$ cat config.mk
export PLATFORM = sky130hd
export DESIGN_NAME = i2c_master_byte_engine_core
export DESIGN_NICKNAME = d
export VERILOG_FILES = /design/src/rtl/i2cbe_pkg.sv /design/src/rtl/i2cbe_front.sv /design/src/rtl/i2cbe_queue.sv /design/src/rtl/i2cbe_back.sv /design/src/rtl/i2c_master_byte_engine_core.sv
export SDC_FILE = /design/constraint.sdc
export NUM_CORES = 1
export LEC_CHECK = 0
export BUFFER_PORTS_ARGS = -buffer_cell sky130_fd_sc_hd__buf_2
export CAP_MARGIN = 5
export CORE_AREA = 2 2 96 98
export CTS_BUF_LIST = sky130_fd_sc_hd__clkbuf_2 sky130_fd_sc_hd__clkbuf_4 sky130_fd_sc_hd__clkbuf_8
export CTS_CLUSTER_SIZE = 25
export DETAILED_ROUTE_END_ITERATION = 6
export DIE_AREA = 0 0 98 100
export GPL_TIMING_DRIVEN = 0
export HOLD_SLACK_MARGIN = 0.03
export PLACE_DENSITY_LB_ADDON = 0.12
export SYNTH_ARGS = -nofsm -noshare
export SYNTH_HDL_FRONTEND = slang
export SYNTH_SLANG_ARGS = --single-unit
$ cat constraint.sdc
create_clock -name clock -period 3 [get_ports clock]
set_input_delay 0.75 -clock clock [delete_from_list [all_inputs] [get_ports clock]]
set_output_delay 0.75 -clock clock [all_outputs]
set_load 0.05 [all_outputs]
$ cat src/rtl/i2cbe_pkg.sv
`default_nettype none

package i2cbe_pkg;

   // bit delay counter width and reset value of the half period register
   localparam int          DelayBitsDefault = 16;
   localparam logic [15:0] HalfPeriodReset  = 16'd5;

   // entries in the queue between front and back
   localparam int QueueDepth = 2;
   localparam int QueuePtrW  = $clog2(QueueDepth);
   localparam int QueueCntW  = $clog2(QueueDepth + 1);

   // command codes as they arrive on the request channel
   typedef enum logic [1:0] {
      ACT_START = 2'd0,
      ACT_STOP  = 2'd1,
      ACT_WRITE = 2'd2,
      ACT_READ  = 2'd3
   } action_type;

   // classified command carried through the queue
   typedef enum logic [2:0] {
      CMD_NONE,
      CMD_START,
      CMD_STOP,
      CMD_WRITE,
      CMD_READ
   } cmd_type;

   // bus sequencer phases
   typedef enum logic [3:0] {
      PH_IDLE,
      PH_ST1,
      PH_ST2,
      PH_ST3,
      PH_SP1,
      PH_SP2,
      PH_SP3,
      PH_WR_A,
      PH_WR_B,
      PH_WR_C,
      PH_WA1,
      PH_WA2,
      PH_WA3,
      PH_WA4,
      PH_RD_A,
      PH_RD_B
   } phase_type;

   typedef struct packed {
      logic       cmd_valid;
      logic [1:0] action;
      logic [7:0] data_byte;
      logic       sda_in;
   } req_type;

   typedef struct packed {
      logic       scl;
      logic       sda_out;
      logic       busy_res;
      logic       done_res;
      logic       ack_bit;
      logic [7:0] read_data;
   } rsp_type;

   typedef struct packed {
      cmd_type    cmd;
      logic [7:0] data_byte;
      logic       sda_in;
   } entry_type;

   typedef struct packed {
      logic full;
      logic not_empty;
   } q_status_type;

endpackage

`default_nettype wire

$ cat src/rtl/i2cbe_front.sv
`default_nettype none

module i2cbe_front (
   input  wire  logic                   req_valid,
   output logic                         req_stall,
   input  wire  i2cbe_pkg::req_type     req_data,
   input  wire  i2cbe_pkg::q_status_type q_status,
   output logic                         push,
   output i2cbe_pkg::entry_type         push_entry
);
   import i2cbe_pkg::*;

   // hold off the request side while the queue has no room
   assign req_stall = q_status.full;
   assign push      = req_valid && !q_status.full;

   // classify the transaction into a queue entry
   always_comb begin
      push_entry.data_byte = req_data.data_byte;
      push_entry.sda_in    = req_data.sda_in;
      push_entry.cmd       = CMD_NONE;
      if (req_data.cmd_valid) begin
         case (action_type'(req_data.action))
            ACT_START: push_entry.cmd = CMD_START;
            ACT_STOP:  push_entry.cmd = CMD_STOP;
            ACT_WRITE: push_entry.cmd = CMD_WRITE;
            ACT_READ:  push_entry.cmd = CMD_READ;
            default:   push_entry.cmd = CMD_NONE;
         endcase
      end
   end

endmodule

`default_nettype wire

$ cat src/rtl/i2cbe_queue.sv
`default_nettype none

module i2cbe_queue (
   input  wire  logic                   clock,
   input  wire  logic                   reset,
   input  wire  logic                   push,
   input  wire  i2cbe_pkg::entry_type   push_entry,
   input  wire  logic                   pop,
   output i2cbe_pkg::entry_type         pop_entry,
   output i2cbe_pkg::q_status_type      q_status
);
   import i2cbe_pkg::*;

   entry_type              slot_ff [QueueDepth];
   logic [QueuePtrW-1:0]   wr_ptr_ff, wr_ptr_in;
   logic [QueuePtrW-1:0]   rd_ptr_ff, rd_ptr_in;
   logic [QueueCntW-1:0]   count_ff, count_in;

   // pointer and fill count update
   always_comb begin
      wr_ptr_in = wr_ptr_ff;
      rd_ptr_in = rd_ptr_ff;
      count_in  = count_ff;
      if (push) begin
         wr_ptr_in = (wr_ptr_ff == QueuePtrW'(QueueDepth - 1)) ? '0 : wr_ptr_ff + 1'b1;
      end
      if (pop) begin
         rd_ptr_in = (rd_ptr_ff == QueuePtrW'(QueueDepth - 1)) ? '0 : rd_ptr_ff + 1'b1;
      end
      if (push && !pop) begin
         count_in = count_ff + 1'b1;
      end else if (pop && !push) begin
         count_in = count_ff - 1'b1;
      end
   end

   always_ff @(posedge clock) begin
      if (reset) begin
         wr_ptr_ff <= '0;
         rd_ptr_ff <= '0;
         count_ff  <= '0;
      end else begin
         wr_ptr_ff <= wr_ptr_in;
         rd_ptr_ff <= rd_ptr_in;
         count_ff  <= count_in;
      end
   end

   // entry storage
   always_ff @(posedge clock) begin
      if (push) begin
         slot_ff[wr_ptr_ff] <= push_entry;
      end
   end

   assign pop_entry          = slot_ff[rd_ptr_ff];
   assign q_status.full      = (count_ff == QueueCntW'(QueueDepth));
   assign q_status.not_empty = (count_ff != '0);

endmodule

`default_nettype wire

$ cat src/rtl/i2cbe_back.sv
`default_nettype none

module i2cbe_back #(
   parameter int DELAY_BITS = i2cbe_pkg::DelayBitsDefault
) (
   input  wire  logic                    clock,
   input  wire  logic                    reset,
   input  wire  logic [15:0]             half_period,
   input  wire  i2cbe_pkg::q_status_type q_status,
   input  wire  i2cbe_pkg::entry_type    pop_entry,
   output logic                          pop,
   output logic                          rsp_valid,
   input  wire  logic                    rsp_stall,
   output i2cbe_pkg::rsp_type            rsp_data
);
   import i2cbe_pkg::*;

   localparam logic [31:0] DelayMask =
      (DELAY_BITS >= 32) ? 32'hFFFF_FFFF : ((32'd1 << DELAY_BITS) - 32'd1);

   phase_type             phase_ff, phase_in;
   logic [2:0]            bit_ff, bit_in;
   logic [7:0]            shift_ff, shift_in;
   logic [DELAY_BITS-1:0] hold_ff, hold_in;
   logic                  scl_ff, scl_in;
   logic                  sda_ff, sda_in_lvl;
   logic                  ack_ff, ack_in;
   logic                  busy_ff, busy_in;
   logic [7:0]            read_ff, read_in;
   logic                  done;
   logic                  rsp_valid_ff, rsp_valid_in;
   rsp_type               rsp_data_ff, rsp_data_in;

   logic [31:0]           half_m;
   logic [31:0]           eff_m1;
   logic [DELAY_BITS-1:0] hold_load;
   logic                  do_enter;
   phase_type             enter_ph;

   // effective hold length, zero taken as one tick
   assign half_m    = {16'd0, half_period} & DelayMask;
   assign eff_m1    = (half_m == 32'd0) ? 32'd0 : half_m - 32'd1;
   assign hold_load = eff_m1[DELAY_BITS-1:0];

   // take the next tick when the output register is free or being drained
   assign pop = q_status.not_empty && (!rsp_valid_ff || !rsp_stall);

   // one sequencer step per tick
   always_comb begin
      phase_in   = phase_ff;
      bit_in     = bit_ff;
      shift_in   = shift_ff;
      hold_in    = hold_ff;
      scl_in     = scl_ff;
      sda_in_lvl = sda_ff;
      ack_in     = ack_ff;
      busy_in    = busy_ff;
      read_in    = read_ff;
      done       = 1'b0;
      do_enter   = 1'b0;
      enter_ph   = PH_IDLE;

      if (!busy_ff) begin
         // command accepted only while idle
         if (pop_entry.cmd != CMD_NONE) begin
            busy_in  = 1'b1;
            bit_in   = 3'd0;
            do_enter = 1'b1;
            case (pop_entry.cmd)
               CMD_START: enter_ph = PH_ST1;
               CMD_STOP:  enter_ph = PH_SP1;
               CMD_WRITE: begin
                  shift_in = pop_entry.data_byte;
                  enter_ph = PH_WR_A;
               end
               default: begin
                  shift_in   = 8'd0;
                  sda_in_lvl = 1'b1;
                  enter_ph   = PH_RD_A;
               end
            endcase
         end
      end else if (hold_ff != '0) begin
         hold_in = hold_ff - {{(DELAY_BITS-1){1'b0}}, 1'b1};
      end else begin
         case (phase_ff)
            PH_ST1: begin do_enter = 1'b1; enter_ph = PH_ST2; end
            PH_ST2: begin do_enter = 1'b1; enter_ph = PH_ST3; end
            PH_ST3: begin scl_in = 1'b0; done = 1'b1; end
            PH_SP1: begin do_enter = 1'b1; enter_ph = PH_SP2; end
            PH_SP2: begin do_enter = 1'b1; enter_ph = PH_SP3; end
            PH_SP3: begin sda_in_lvl = 1'b1; done = 1'b1; end
            PH_WR_A: begin do_enter = 1'b1; enter_ph = PH_WR_B; end
            PH_WR_B: begin do_enter = 1'b1; enter_ph = PH_WR_C; end
            PH_WR_C: begin
               shift_in = {shift_ff[6:0], 1'b0};
               do_enter = 1'b1;
               if (bit_ff == 3'd7) begin
                  bit_in   = 3'd0;
                  enter_ph = PH_WA1;
               end else begin
                  bit_in   = bit_ff + 3'd1;
                  enter_ph = PH_WR_A;
               end
            end
            PH_WA1: begin do_enter = 1'b1; enter_ph = PH_WA2; end
            PH_WA2: begin do_enter = 1'b1; enter_ph = PH_WA3; end
            PH_WA3: begin
               ack_in   = pop_entry.sda_in;
               do_enter = 1'b1;
               enter_ph = PH_WA4;
            end
            PH_WA4: begin scl_in = 1'b0; done = 1'b1; end
            PH_RD_A: begin
               shift_in = {shift_ff[6:0], pop_entry.sda_in};
               if (bit_ff == 3'd7) begin
                  bit_in  = 3'd0;
                  scl_in  = 1'b0;
                  read_in = {shift_ff[6:0], pop_entry.sda_in};
                  done    = 1'b1;
               end else begin
                  bit_in   = bit_ff + 3'd1;
                  do_enter = 1'b1;
                  enter_ph = PH_RD_B;
               end
            end
            PH_RD_B: begin do_enter = 1'b1; enter_ph = PH_RD_A; end
            default: done = 1'b1;
         endcase
      end

      // sequence end
      if (done) begin
         phase_in = PH_IDLE;
         busy_in  = 1'b0;
         hold_in  = '0;
      end

      // entering a new phase loads the hold and sets its levels
      if (do_enter) begin
         phase_in = enter_ph;
         hold_in  = hold_load;
         case (enter_ph)
            PH_ST1:  begin scl_in = 1'b0; sda_in_lvl = 1'b1; end
            PH_ST2:  scl_in = 1'b1;
            PH_ST3:  sda_in_lvl = 1'b0;
            PH_SP1:  scl_in = 1'b0;
            PH_SP2:  sda_in_lvl = 1'b0;
            PH_SP3:  scl_in = 1'b1;
            PH_WR_A: scl_in = 1'b0;
            PH_WR_B: sda_in_lvl = shift_in[7];
            PH_WR_C: scl_in = 1'b1;
            PH_WA1:  scl_in = 1'b0;
            PH_WA2:  sda_in_lvl = 1'b1;
            PH_WA3:  scl_in = 1'b1;
            PH_RD_A: scl_in = 1'b1;
            PH_RD_B: scl_in = 1'b0;
            default: scl_in = scl_in;
         endcase
      end
   end

   // sequencer state, advanced once per popped tick
   always_ff @(posedge clock) begin
      if (reset) begin
         phase_ff <= PH_IDLE;
         bit_ff   <= 3'd0;
         shift_ff <= 8'd0;
         hold_ff  <= '0;
         scl_ff   <= 1'b1;
         sda_ff   <= 1'b1;
         ack_ff   <= 1'b1;
         busy_ff  <= 1'b0;
         read_ff  <= 8'd0;
      end else if (pop) begin
         phase_ff <= phase_in;
         bit_ff   <= bit_in;
         shift_ff <= shift_in;
         hold_ff  <= hold_in;
         scl_ff   <= scl_in;
         sda_ff   <= sda_in_lvl;
         ack_ff   <= ack_in;
         busy_ff  <= busy_in;
         read_ff  <= read_in;
      end
   end

   // output register
   always_comb begin
      rsp_data_in.scl       = scl_in;
      rsp_data_in.sda_out   = sda_in_lvl;
      rsp_data_in.busy_res  = busy_in;
      rsp_data_in.done_res  = done;
      rsp_data_in.ack_bit   = ack_in;
      rsp_data_in.read_data = read_in;
      rsp_valid_in          = rsp_valid_ff;
      if (pop) begin
         rsp_valid_in = 1'b1;
      end else if (!rsp_stall) begin
         rsp_valid_in = 1'b0;
      end
   end

   always_ff @(posedge clock) begin
      if (reset) begin
         rsp_valid_ff <= 1'b0;
      end else begin
         rsp_valid_ff <= rsp_valid_in;
      end
   end

   always_ff @(posedge clock) begin
      if (pop) begin
         rsp_data_ff <= rsp_data_in;
      end
   end

   assign rsp_valid = rsp_valid_ff;
   assign rsp_data  = rsp_data_ff;

endmodule

`default_nettype wire

$ cat src/rtl/i2c_master_byte_engine_core.sv
`default_nettype none

// Bit-banged I2C master that advances one bus tick per request transaction and returns
// one response per tick with the SCL and SDA drive levels, busy and done flags, the last
// acknowledge bit and the last read byte. Commands (start, stop, write byte, read byte)
// ride on a tick and are taken only while idle; each level step is held for half_period
// ticks (zero acts as one). half_period is written through csr_wr_en/csr_wr_data; the
// user must write it only while idle, as the block itself does not enforce this. A front
// stage classifies each tick into a two-entry queue and a back-end sequencer executes
// one tick per clock cycle into an output register while that register is free or being
// drained, so the block sustains one transaction per cycle unless rsp_stall holds it; a
// response passes through the queue slot and then the output register before it is shown.
module i2c_master_byte_engine_core #(
   parameter int DELAY_BITS = i2cbe_pkg::DelayBitsDefault
) (
   input  wire  logic               clock,
   input  wire  logic               reset,
   input  wire  logic               req_valid,
   output logic                     req_stall,
   input  wire  i2cbe_pkg::req_type req_data,
   output logic                     rsp_valid,
   input  wire  logic               rsp_stall,
   output i2cbe_pkg::rsp_type       rsp_data,
   input  wire  logic               csr_wr_en,
   input  wire  logic [15:0]        csr_wr_data
);
   import i2cbe_pkg::*;

   logic [15:0]  half_period_ff, half_period_in;
   q_status_type q_status;
   logic         push;
   entry_type    push_entry;
   logic         pop;
   entry_type    pop_entry;

   // half period register
   assign half_period_in = csr_wr_en ? csr_wr_data : half_period_ff;

   always_ff @(posedge clock) begin
      if (reset) begin
         half_period_ff <= HalfPeriodReset;
      end else begin
         half_period_ff <= half_period_in;
      end
   end

   i2cbe_front u_front (
      .req_valid  (req_valid),
      .req_stall  (req_stall),
      .req_data   (req_data),
      .q_status   (q_status),
      .push       (push),
      .push_entry (push_entry)
   );

   i2cbe_queue u_queue (
      .clock      (clock),
      .reset      (reset),
      .push       (push),
      .push_entry (push_entry),
      .pop        (pop),
      .pop_entry  (pop_entry),
      .q_status   (q_status)
   );

   i2cbe_back #(
      .DELAY_BITS (DELAY_BITS)
   ) u_back (
      .clock       (clock),
      .reset       (reset),
      .half_period (half_period_ff),
      .q_status    (q_status),
      .pop_entry   (pop_entry),
      .pop         (pop),
      .rsp_valid   (rsp_valid),
      .rsp_stall   (rsp_stall),
      .rsp_data    (rsp_data)
   );

   // an accepted transaction reaches the response register
   a_accept_to_rsp: assert property (@(posedge clock) disable iff (reset)
      (req_valid && !req_stall) |-> ##2 rsp_valid)
      else $error("accepted transaction did not reach the response side");

   // a finishing tick always reports the sequence as no longer busy
   a_done_not_busy: assert property (@(posedge clock) disable iff (reset)
      (rsp_valid && rsp_data.done_res) |-> !rsp_data.busy_res)
      else $error("done reported while still busy");

   // the back end only pops when the queue holds an entry
   a_pop_nonempty: assert property (@(posedge clock) disable iff (reset)
      pop |-> q_status.not_empty)
      else $error("pop from empty queue");

endmodule

`default_nettype wire
==> After elaboration in Yosys (flattened, before gate mapping) <==
Memory sizes are Yosys's and may differ from the RTL's. A register that Yosys moved wholly into a read port is not among the register bits.
Index checks and enable logic that the tools add are counted.
{ "totals": {"register_bits": 77, "ramBits": 24, "inputBits": 33, "out_inout_bits": 15, "wordCells": 171, "n_memories": 1} }
{ "memory_table": {"columns": ["name", "words", "word_bits", "read_ports", "rd_clocked_by_memory_dff", "write_ports", "line_no", "source"], "rows": [
  ["u_queue.slot_ff", 2, 12, 1, 1, 1, "i2cbe_queue.sv:14", "entry_type slot_ff [QueueDepth];"]
]} }
{ "op_classes": {"addsub": 7, "n_eq_ne": 42, "mux": 67, "reduce_logical": 33} }
{ "ops": {"columns": ["op", "count"], "rows": [
  ["two-way mux 16 bit", 5],
  ["== test 4 bit (second input constant)", 15],
  ["two-way mux 8 bit", 7],
  ["one-hot mux 4 bit (12 select lines)", 1],
  ["== test 4 x 3 -> 1 bit (second input constant)", 8],
  ["logical NOT 32 bit", 1],
  ["one-hot mux 8 bit (2 select lines)", 2],
  ["subtractor 16 x 1 -> 16 bit (second input constant)", 2],
  ["two-way mux 1 bit", 30],
  ["two-way mux 4 bit", 7],
  ["two-way mux 3 bit", 6],
  ["== test 4 x 2 -> 1 bit (second input constant)", 4],
  ["nonzero test 16 bit", 1],
  ["one-hot mux 3 bit (4 select lines)", 1],
  ["one-hot mux 4 bit (3 select lines)", 1],
  ["OR reduction 11 bit", 1],
  ["OR reduction 2 bit", 5],
  ["OR reduction 5 bit", 2],
  ["nonzero test 3 bit", 3],
  ["== test 4 x 1 -> 1 bit (second input constant)", 2],
  ["one-hot mux 1 bit (2 select lines)", 4],
  ["nonzero test 2 bit", 4],
  ["== test 2 bit (second input constant)", 3],
  ["== test 3 x 2 -> 1 bit (second input constant)", 2],
  ["other kinds (21)", 32]
]} }

==> Logic depth before layout (Yosys ltp) <==
Gate-level depths: netlist of the first run.
{ "logic_depth": {"depth_word": 9, "mapped_depth": 11, "mapped_depth_nobuf": 9} }

==> Hierarchy <==
Synthesis of the first run repeated with hierarchy kept, for this count alone.
{ "unflattened": {"cells_unflattened": 573, "hier_area_um2": 5531.6} }
{ "by_module_without_submodules": {"columns": ["module", "instances", "cells_per_inst", "area_per_inst_um2", "seq_area_each_um2"], "rows": [
  ["i2cbe_back", 1, 443, 3731.1, 1271.2],
  ["i2cbe_queue", 1, 59, 1071.0, 820.8],
  ["i2c_master_byte_engine_core", 1, 52, 583.1, 320.3],
  ["i2cbe_front", 1, 19, 146.4, 0.0]
]} }

==> Worst setup path before layout of the first run <==
No wires, ideal clock.
{ "synth_timing": {"path_kind": "reg2reg", "start": "register u_back.hold_ff[0]", "end": "register u_back.rsp_data_ff (netlist bit u_back.rsp_data[11]), data pin", "setup_time_ns": 0.262, "arrival_ns": 2.132, "path_slack_ns": 0.606, "path_stages_with_launch": 9, "synth_period_minus_slack_ns": 2.394, "cell_sequence": "dfxtp_1 inv_1 ha_1 nor3b_1 nand4_2 o31a_1 or4_1 a31oi_2 nor3_1"} }
{ "synth_between": {"elab_chain_len": 7} }
{ "synth_lines": {"columns": ["element", "line_no", "source"], "rows": [
  ["start: declaration", "i2cbe_back.sv:24", "logic [DELAY_BITS-1:0] hold_ff, hold_in;"],
  ["start signal: assignment", "i2cbe_back.sv:179", "hold_ff <= hold_in;"],
  ["nonzero test 16 bit *", "i2cbe_back.sv:83", "end else if (hold_ff != '0) begin"],
  ["two-way mux 4 bit", "i2cbe_back.sv:83", null],
  ["two-way mux 4 bit", "i2cbe_back.sv:63", "if (!busy_ff) begin"],
  ["== test 4 x 1 -> 1 bit, or another cell as far along", "i2cbe_back.sv:143", "case (enter_ph)"],
  ["OR reduction 2 bit (no line)", null, null],
  ["one-hot mux 1 bit (3 select lines)", "i2cbe_back.sv:143", null],
  ["two-way mux 1 bit *", "i2cbe_back.sv:140", "if (do_enter) begin"],
  ["via u_back.sda_in_lvl", "i2cbe_back.sv:26", "logic sda_ff, sda_in_lvl;"],
  ["end signal: assignment", "i2cbe_back.sv:214", "rsp_data_ff <= rsp_data_in;"],
  ["end: declaration", "i2cbe_back.sv:32", "rsp_type rsp_data_ff, rsp_data_in;"]
]} }
Mark *: on every way through the listed nets, which the timed path passes. The rest lies on a longest branch. The select of a mux whose other input is x is not followed.
A chain may end at the register's enable or synchronous reset.

==> Worst setup path after layout of the first run <==
{ "layout_timing": {"start": "register u_back.bit_ff[0]", "end": "register u_back.hold_ff[8]"} }
{ "layout_between": {"elab_chain_len": 7} }
{ "layout_lines": {"columns": ["element", "line_no", "source"], "rows": [
  ["start: declaration", "i2cbe_back.sv:22", "logic [2:0] bit_ff, bit_in;"],
  ["start signal: assignment", "i2cbe_back.sv:177", "bit_ff <= bit_in;"],
  ["== test 3 bit *", "i2cbe_back.sv:116", "if (bit_ff == 3'd7) begin"],
  ["two-way mux 1 bit", "i2cbe_back.sv:116", null],
  ["one-hot mux 1 bit (2 select lines)", "i2cbe_back.sv:86", "case (phase_ff)"],
  ["two-way mux 1 bit", "i2cbe_back.sv:83", null],
  ["two-way mux 1 bit", "i2cbe_back.sv:63", null],
  ["nonzero test 3 bit (no line) / two-way mux 16 bit (equally long branches)", null, null],
  ["AND reduction 3 bit (no line) / two-way mux 16 bit (equally long branches)", null, null]
]} }
Mark *: on every way between the ends. The rest lies on a longest branch, timed or not.

==> flow_summary.toml, run 1 <==
[timing]
hold_violations = 0
drv_slew = 0
tightest_slew_ns = 1.224
setup_violations = 0
rsz0062_at_grt = "false"
period_minus_slack_ns = 2.805
maxSlewHeadroom_pct = 18.39
clock.fmax_mhz = 356.5
clock-skew-final_ns = 0.01394
post-route-period-util_pct = 93.51

[worst_setup_path]
worst-setup-path-type = "reg -> reg"
crit_path_cell_trace = "ha_1, ha_1, nand2b_1, a31oi_1, o211ai_1, a21oi_1, nand2_1, clkbuf_1, o22a_1, o22ai_1"
startpoint_type = "flop"
cpPeakStageDelay_ns = 0.38
crit_family = "compound AO/OA/AOI/OAI gates"
endpoint_kind = "flop"
crit_path_top_delay_cell = "a21oi_1"
worstPathMaxFanout = 10
crit_arrival_ns = 3.10
cpMostUsedCell = "ha_1"
critPathBufInv = 1
required_ns = 3.30

[cells_and_area]
diodes = 0
drive_gt1_share_pct = 16.78
stdcell_count = 713
syn_to_final_growth_pct = 10.87
nNetsFinal = 640
fin_area_um2 = 5818

[detailed_routing]
drc = 0
wl_mm = 12.03
wire_per_inst_um = 16.87
vias_per_cell = 6.066
drtIter0Drc = 260
vias = 4325
ant_nets = 0
dr.pass1.iters = 7

[job]
drv_cap = 0

[yosys]
syn_area_per_cell_um2 = 9.718
synth.top_cell.area_share_pct = 24.80
synth_common_cells = "65 x dfxtp_1, 57 x nor2_1, 56 x nand2_1"
yosysUniqueCellTypes = 73
yosys_most_used_dff = "dfxtp_1"
ys_warn_count = 0
synth_edf_count = 37
async_flop_share_pct = 0
synth_area_leaders = "dfxtp_1 25%, edfxtp_1 21%, mux2i_1 6.1%"
seq_area_frac_synth_pct = 45.97
synth-seq-cells = 102
synth_area_um2 = 5248
synth_nets = 583
syn_inst = 540
yosysTopAreaCell = "dfxtp_1"
synth.most_common_cell = "dfxtp_1"

[clock_tree]
clockRootBuffer = "clkbuf_8"
clk_pin_slew_ns = 0.11
clock_latency_ns = 0.38
post-cts-setup-buffers = 0
numCtsBuffers = 9
htree_levels = 3
cts_tree = "done"
cts_sinks = 102
clock_path_buffers = 2

[grt]
grt.total_usage_pct = 25.28
grtUsageMet3_pct = 4.596
gr-usage-met2_pct = 39.30
grt_pass1_wl_mm = 20.08
grt_max_degree = 23
busiest_layer = "met2"
grt_pass1_vias = 4129
use_met1_pct = 36.65
antenna_found_initial = 0
grt-ovfl-total = 0

[power_and_ir_drop]
vdd_ir_drop_max_v = 0.0005676
p_per_area_nw_per_um2 = 1069
p_leak_nw = 2.224

[min_path]
hp-class = "reg -> reg"

[placement]
dpl.cell_count = 697
gp_congestion = 0.8907
dp_hpwl_mm = 8.772
port_buffers = 46
placed_area_um2 = 5617

[floorplanning]
dieHeight_um = 100
io_pins = 48
dieArea_um2 = 9800
initial_core_util_pct = 59.03
row_count = 35
core_um2 = 8890
die_x_um = 98

[status]
status = "complete, no violations"
[state kept, by name, summed over array words and instances, names as in the netlist, named ones only]
signal / flops
u_queue.slot_ff: 24
half_period_ff: 16
u_back.hold_ff: 16
u_back.rsp_data: 13
u_back.read_ff: 8
u_back.shift_ff: 8
u_back.phase_ff: 4
u_back.bit_ff: 3
u_queue.count_ff: 2
u_back.ack_ff: 1
u_back.busy_ff: 1
u_back.rsp_valid: 1
u_back.scl_ff: 1
u_back.sda_ff: 1
u_queue.rd_ptr_ff: 1
u_queue.wr_ptr_ff: 1
[path summary, 6_finish.rpt]
| path | endpoint | cells past startpoint | slack (ns) | start |
|---|---|---|---|---|
| worst max-delay path | u_back.hold_ff[8] | 10 | 0.19 | u_back.bit_ff[0] |
| worst min-delay path | u_back.read_ff[0] | 2 | 0.47 | u_back.read_ff[0] |
| worst max register to register | u_back.hold_ff[8] | 10 | 0.19 | u_back.bit_ff[0] |
| worst min register to register | u_back.read_ff[0] | 2 | 0.47 | u_back.read_ff[0] |
[worst register-to-register path, cell delays in order (launching register included)]
cell      delay (ns)
dfxtp_1         0.34
ha_1            0.23
ha_1            0.28
nand2b_1        0.24
a31oi_1         0.23
o211ai_1        0.11
a21oi_1         0.38
nand2_1         0.26
clkbuf_1        0.30
o22a_1          0.24
o22ai_1         0.14
[through the flow]
| stage | util, % | worst slack (ns) | hold slack [ns] | TNS [ns] | power [mW] |
|---|---|---|---|---|---|
| floorplan | - | 0.6059 | 0.4284 | 0 | 4.587 |
| global placement | 63.18 | 0.03435 | 0.4345 | 0 | 5.241 |
| detailed placement | 63.18 | -0.08157 | 0.4500 | -0.1071 | 5.318 |
| CTS | 65.45 | 0.1794 | 0.4663 | 0 | 6.183 |
| global route | 65.45 | 0.0009273 | 0.4861 | 0 | 6.662 |
| finish | 65.45 | 0.1948 | 0.4655 | 0 | 6.220 |
[cell type report]
type	count	area [µm²]
clock buffers	9	123.9
flip-flops and latches	102	2412
plain buffers	24	106.4
repair buffers	46	230.2
clock inverters	7	77.57
fillers	728	3072
well taps	111	138.9
multi-input cells	399	2673
inverters	15	56.30
[cells by family after synthesis]
group                      after synthesis  share of synthesized area [%]
AOI/OAI and AO/OA                      121                          16.50
xor gates and xnor gates                20                          3.338
adders and majority gates               10                          2.384
buffers and inverters                   39                          3.099
DFF                                    102                          45.97
muxes                                   43                          8.465
and+or+nand+nor                        205                          20.24
[placed cells by master, fill, tap and decap left out, drive strengths merged, types with 8 or more instances in the layout]
master  netlist  routed
dfxtp        65      65
nor2         58      58
buf          11      57
nand2        56      56
edfxtp       37      37
mux2i        32      32
o21ai        27      27
a21oi        25      25
clkbuf       13      22
nor3         17      17
inv          14      17
nor4         16      16
xnor2        14      14
nand3        11      11
o22ai        11      11
mux2         11      11
ha           10      10
nand2b        8       8
[routing by layer]
| layer | vias to the layer above | part of all wire [%] |
|---|---|---|
| li1 | 2107 | - |
| met1 | 2050 | 47 |
| met2 | 147 | 44 |
| met3 | 21 | 7.0 |
| met4 | 0 | 1.5 |
| met5 | - | 0 |
[report_power, final]
part	internal (mW)	switching [mW]	leakage [nW]	total, mW
registers	1.80	0.259	0.881	2.06
clock network	0.329	0.545	0.0979	0.874
logic	1.19	2.10	1.25	3.29
total	3.31	2.91	2.22	6.22
[repair_timing]
| item | CTS | global route |
|---|---|---|
| resized for setup | 0 | 1 |
| setup endpoints to repair | 0 | 7 |
| hold buffers | 0 | 0 |
Power figures use the tool's default switching activity.
==> run 2, diff against run 1 <==
--- a/config.mk
+++ b/config.mk
@@ -7,14 +7,17 @@
 export LEC_CHECK = 0
 export BUFFER_PORTS_ARGS = -buffer_cell sky130_fd_sc_hd__buf_2
 export CAP_MARGIN = 5
-export CORE_AREA = 2 2 96 98
+export CELL_PAD_IN_SITES_DETAIL_PLACEMENT = 2
+export CELL_PAD_IN_SITES_GLOBAL_PLACEMENT = 2
+export CORE_AREA = 2 2 119 121
 export CTS_BUF_LIST = sky130_fd_sc_hd__clkbuf_2 sky130_fd_sc_hd__clkbuf_4 sky130_fd_sc_hd__clkbuf_8
 export CTS_CLUSTER_SIZE = 25
 export DETAILED_ROUTE_END_ITERATION = 6
-export DIE_AREA = 0 0 98 100
+export DIE_AREA = 0 0 121 123
 export GPL_TIMING_DRIVEN = 0
 export HOLD_SLACK_MARGIN = 0.03
 export PLACE_DENSITY_LB_ADDON = 0.12
+export SKIP_LAST_GASP = 1
 export SYNTH_ARGS = -nofsm -noshare
 export SYNTH_HDL_FRONTEND = slang
 export SYNTH_SLANG_ARGS = --single-unit
==> run 2 against run 1 <==
  * Setup slack worse by 0.055 ns
  * Cell count is 10% higher
  * Routed wire length is 32% higher
  * Non-clock buffer count is 2 higher
  * Power is 5.8% higher
  * Fmax is 1.9% lower
  * Flip-flop and latch count stayed put
  * Critical path type unchanged
  * Critical endpoint is now u_back.phase_ff[3]
  * Highest routed layer unchanged
==> flow_summary.toml, run 2 (synthesis results as in run 1) <==
[detailed_routing]
wire_per_inst_um = 20.27
ant_nets = 0
dr.pass1.iters = 4
vias = 4448
vias_per_cell = 5.673
drtIter0Drc = 189
wl_mm = 15.89
drc = 0

[status]
status = "complete, no violations"

[worst_setup_path]
critPathBufInv = 2
r2r_start = "u_queue.count_ff[0]"
ff2ff_path_depth = 5
crit_cells = 5
worstPathMaxFanout = 22
worst-setup-path-type = "reg -> reg"
reg2reg_slack_ns = 0.14
required_ns = 3.27
crit_path_cell_trace = "o21ai_1, clkinv_1, clkbuf_1, a22oi_1, nor2_1"
startpoint_type = "flop"
crit_path_top_delay_cell = "o21ai_1"
r2r_end = "u_back.phase_ff[3]"
endpoint_kind = "flop"
cpPeakStageDelay_ns = 0.71
crit_end = "u_back.phase_ff[3]"
crit_family = "compound AO/OA/AOI/OAI gates"
crit_arrival_ns = 3.13
startpoint = "u_queue.count_ff[0]"

[timing]
post-route-period-util_pct = 95.33
rsz0062_at_grt = "false"
setup_violations = 0
period_minus_slack_ns = 2.860
hold_violations = 0
clock.fmax_mhz = 349.7
clock-skew-final_ns = 0.009149
whs_ns = 0.4672
finalWorstSetupSlack_ns = 0.1400
drv_slew = 0
maxSlewHeadroom_pct = 19.49
tightest_slew_ns = 1.208

[clock_tree]
cts_tree = "done"
numCtsBuffers = 9
clk_pin_slew_ns = 0.10
clock_latency_ns = 0.39
htree_levels = 3
clock_path_buffers = 2
cts_sinks = 102
clockRootBuffer = "clkbuf_8"

[cells_and_area]
top_register = "u_queue.slot_ff"
mostFrequentLayoutCells = "65 x dfxtp_1, 57 x nor2_1, 56 x nand2_1"
syn_to_final_growth_pct = 13.19
largest_reg_flops = 24
nNetsFinal = 642
final_common_cell = "dfxtp_1"
drive_gt1_share_pct = 17.38
fillCellCount = 1491
top_regs = "u_queue.slot_ff: 24 flops, half_period_ff: 16 flops, u_back.hold_ff: 16 flops"
fin_area_um2 = 5939
diodes = 0

[floorplanning]
dieHeight_um = 123
row_count = 43
die_x_um = 121
io_pins = 48
initial_core_util_pct = 38.55
core_um2 = 13610
dieArea_um2 = 14880

[job]
drv_cap = 0

[power_and_ir_drop]
p_leak_nw = 2.245
p_per_area_nw_per_um2 = 1108
power_mw = 6.582
vdd_ir_drop_max_v = 0.0003875

[grt]
grt_max_degree = 23
grt_pass1_vias = 4712
grt.total_usage_pct = 22.48
grt-ovfl-total = 0
grt_pass1_wl_mm = 25.50
antenna_found_initial = 0

[placement]
place_ws_ns = -0.1126
dp_hpwl_mm = 11.83
port_buffers = 46
placed_area_um2 = 5703
gp_congestion = 0.8305

[min_path]
hp-class = "reg -> reg"
run 2: cell types whose count changed in the layout (fill, tap and decap cells not counted), sizes merged:
cell    previous run  this run
inv               17        16
bufinv             0         1
buf               57        59
run 2: how the worst min path moves through the flow:
stage | from | endpoint | slack (ns) | cells past startpoint
floorplan | u_back.read_ff[1] | u_back.read_ff[1] | 0.43 | 2
global placement | u_back.read_ff[5] | u_back.read_ff[5] | 0.43 | 2
detailed placement | u_back.read_ff[7] | u_back.read_ff[7] | 0.46 | 2
CTS | u_back.read_ff[7] | u_back.read_ff[7] | 0.47 | 2
global route | u_back.read_ff[7] | u_back.read_ff[7] | 0.49 | 2
finish | u_back.read_ff[3] | u_back.read_ff[3] | 0.47 | 2
run 2: final cells by class:
cell class / count / area [µm²] / share of cell area (%)
clock buffer: 9 / 123.9 / 2.086
multi-input combinational: 399 / 2688 / 45.25
buffer: 24 / 107.6 / 1.812
inverter: 15 / 56.30 / 0.9480
sequential: 102 / 2412 / 40.62
clock inverter: 7 / 81.33 / 1.369
timing repair buffer: 48 / 245.2 / 4.129
tap: 180 / 225.2 / 3.792
run 2: through the flow:
stage | TNS, ns | std cells | utilization, %
final | 0 | 784 | 43.63
after global routing | 0 | 784 | 43.63
after CTS | 0 | 782 | 43.40
after detailed placement | -0.3038 | 766 | 41.90
after global placement | -0.1158 | 766 | 41.90
after floorplan | 0 | 540 | -
run 2: timing repair:
| item | in CTS | in global routing |
|---|---|---|
| endpoints found under the setup margin | 0 | 34 |
| gates resized for setup | 0 | 6 |
| hold buffers | 0 | 0 |
| setup buffers | 0 | 2 |
| hold endpoints to repair | 0 | 0 |
run 2: layer usage:
layer / share of wire [%] / track usage [%] / routed length (µm) / vias up
li1: - / - / - / 2116
met1: 45 / 29.31 / 7228 / 2229
met2: 49 / 38.27 / 7831 / 85
met3: 3.3 / 2.768 / 517 / 18
met4: 2.0 / 8.503 / 310 / 0
met5: 0 / 0 / 0 / -
run 2: worst min-delay path, delay by kind of cell, from the launching register on:
family / cells / cell delay (ns)
flops: 1 / 0.33
compound gates: 1 / 0.05
simple gates: 1 / 0.05
run 2: report_power, final:
group / total (mW) / internal, mW / switching (mW)
Clock: 0.941 / 0.398 / 0.543
Sequential: 2.07 / 1.80 / 0.274
Combinational: 3.57 / 1.25 / 2.31
==> run 3, diff against run 2 <==
--- a/config.mk
+++ b/config.mk
@@ -9,11 +9,11 @@
 export CAP_MARGIN = 5
 export CELL_PAD_IN_SITES_DETAIL_PLACEMENT = 2
 export CELL_PAD_IN_SITES_GLOBAL_PLACEMENT = 2
-export CORE_AREA = 2 2 119 121
+export CORE_AREA = 2 2 136 138
 export CTS_BUF_LIST = sky130_fd_sc_hd__clkbuf_2 sky130_fd_sc_hd__clkbuf_4 sky130_fd_sc_hd__clkbuf_8
 export CTS_CLUSTER_SIZE = 25
 export DETAILED_ROUTE_END_ITERATION = 6
-export DIE_AREA = 0 0 121 123
+export DIE_AREA = 0 0 138 140
 export GPL_TIMING_DRIVEN = 0
 export HOLD_SLACK_MARGIN = 0.03
 export PLACE_DENSITY_LB_ADDON = 0.12
==> run 3 against run 2 <==
  * Cell area rose by 1.7%
  * Via count shrank 0.63%
  * Clock power is 4.9% higher
  * Routed wire length is 3.2% higher
  * Sequential power is essentially flat
  * Global-route usage fell by 5.4 points
  * Setup slack improved by 0.039 ns
  * First-iteration DRC count down 17%
==> flow_summary.toml, run 3 (synthesis results as in run 1) <==
[clock_tree]
postCtsHoldBufs = 0
clock_latency_ns = 0.39
clockRootBuffer = "clkbuf_8"
numCtsBuffers = 9
cts_sinks = 102
htree_levels = 3
clk_pin_slew_ns = 0.11
clock_path_buffers = 2
cts_tree = "done"

[worst_setup_path]
reg2reg_slack_ns = 0.18
startpoint_type = "flop"
r2r_start = "u_back.hold_ff[0]"
ff2ff_path_depth = 9
worst-setup-path-type = "reg -> reg"
crit_arrival_ns = 2.97
r2r_end = "u_back.rsp_data[12]"
endpoint_kind = "flop"
worstPathMaxFanout = 6
required_ns = 3.15

[cells_and_area]
diodes = 0
stdcell_count = 834
mostFrequentLayoutCells = "65 x dfxtp_1, 57 x nor2_1, 56 x nand2_1"
drive_gt1_share_pct = 18.02
nNetsFinal = 643
top_register = "u_queue.slot_ff"
largest_reg_flops = 24
final_common_cell = "dfxtp_1"
top_regs = "u_queue.slot_ff: 24 flops, half_period_ff: 16 flops, u_back.hold_ff: 16 flops"
syn_to_final_growth_pct = 15.12

[timing]
tightest_slew_ns = 1.006
clock.fmax_mhz = 354.4
period_minus_slack_ns = 2.821
setup_violations = 0
hold_violations = 0
clock-skew-final_ns = 0.01411
maxSlewHeadroom_pct = 32.66
fin_tns_setup_ns = 0
drv_slew = 0
finalWorstSetupSlack_ns = 0.1786
post-route-period-util_pct = 94.05

[min_path]
min_from = "u_back.read_ff[1]"
min_to = "u_back.read_ff[1]"
hp-class = "reg -> reg"
holdPathStages = 2

[grt]
grt-ovfl-total = 0
antenna_found_initial = 0
grt_max_degree = 23
grt_pass1_wl_mm = 26.21
grt_pass1_vias = 4635
grt.total_usage_pct = 17.08

[placement]
dp_hpwl_mm = 12.35
port_buffers = 46
gp_congestion = 0.7865
dpl.cell_count = 815
place_ws_ns = -0.4022

[floorplanning]
dieHeight_um = 140
io_pins = 48
row_count = 49
core_um2 = 17780
dieArea_um2 = 19320
die_x_um = 138
initial_core_util_pct = 29.51

[power_and_ir_drop]
p_per_area_nw_per_um2 = 1096
vdd_ir_drop_max_v = 0.0003476
p_leak_nw = 2.265

[detailed_routing]
vias = 4420
vias_per_cell = 5.300
dr.pass1.iters = 4
drc = 0
wire_per_inst_um = 19.65
drtIter0Drc = 157
ant_nets = 0
wl_mm = 16.39

[job]
drv_cap = 0

[status]
status = "complete, no violations"
## run 3: worst max-delay path, cell delays in order, from the launching register on
cell and delay (ns):
dfxtp_1 0.36, inv_1 0.11, ha_1 0.19, nor3b_1 0.30, nand4_2 0.33, o31a_1 0.45
nor2_1 0.35, nor4_1 0.16, a2111oi_4 0.25, nand2_1 0.09
## run 3: layout make-up
cell class / instances / area [µm²]
Buffer: 24 / 107.6
Clock buffer: 9 / 123.9
Clock inverter: 7 / 97.59
Fill cell: 2018 / 11740
Inverter: 15 / 56.30
Multi-Input combinational cell: 399 / 2696
Sequential cell: 102 / 2412
Tap cell: 229 / 286.5
Timing Repair Buffer: 49 / 260.3
## run 3: what timing repair did
item / 4_1_cts / 5_1_grt
pin swaps: 0 / 0
resized for setup: 2 / 7
setup buffers: 0 / 2
setup endpoints to repair: 9 / 24
## run 3: worst max-delay path by stage
stage,to,from
6_report,u_back.rsp_data[12],u_back.hold_ff[0]
5_1_grt,u_back.rsp_data[12],u_back.hold_ff[0]
4_1_cts,u_back.hold_ff[5],u_back.bit_ff[0]
3_5_place_dp,u_back.scl_ff,rsp_stall
3_3_place_gp,u_back.scl_ff,rsp_stall
2_1_floorplan,u_back.rsp_data[11],u_back.hold_ff[0]
## run 3: per-layer routing
layer  vias to the layer above  wire (µm)  track usage [%]
li1                       2110          -                -
met1                      2234       8083            23.72
met2                        62       7635            27.64
met3                        14        444            2.462
met4                         0        226            5.263
met5                         -          0                0
## run 3: per-stage QoR
stage / hold WS, ns / area, µm² / util (%) / power (mW)
3_5_place_dp: 0.4493 / 5764 / 32.42 / 5.598
6_report: 0.4606 / 6041 / 33.98 / 6.622
5_1_grt: 0.4915 / 6041 / 33.98 / 7.120
3_3_place_gp: 0.4349 / 5764 / 32.42 / 5.496
4_1_cts: 0.4662 / 5993 / 33.71 / 6.626
2_1_floorplan: 0.4284 / 5248 / - / 4.587
## run 3: power by group
group	switching, mW	internal [mW]	leakage (nW)	total [mW]
Sequential	0.271	1.79	0.881	2.07
Clock	0.570	0.417	0.113	0.987
Combinational	2.34	1.23	1.27	3.57
Total	3.18	3.45	2.27	6.62
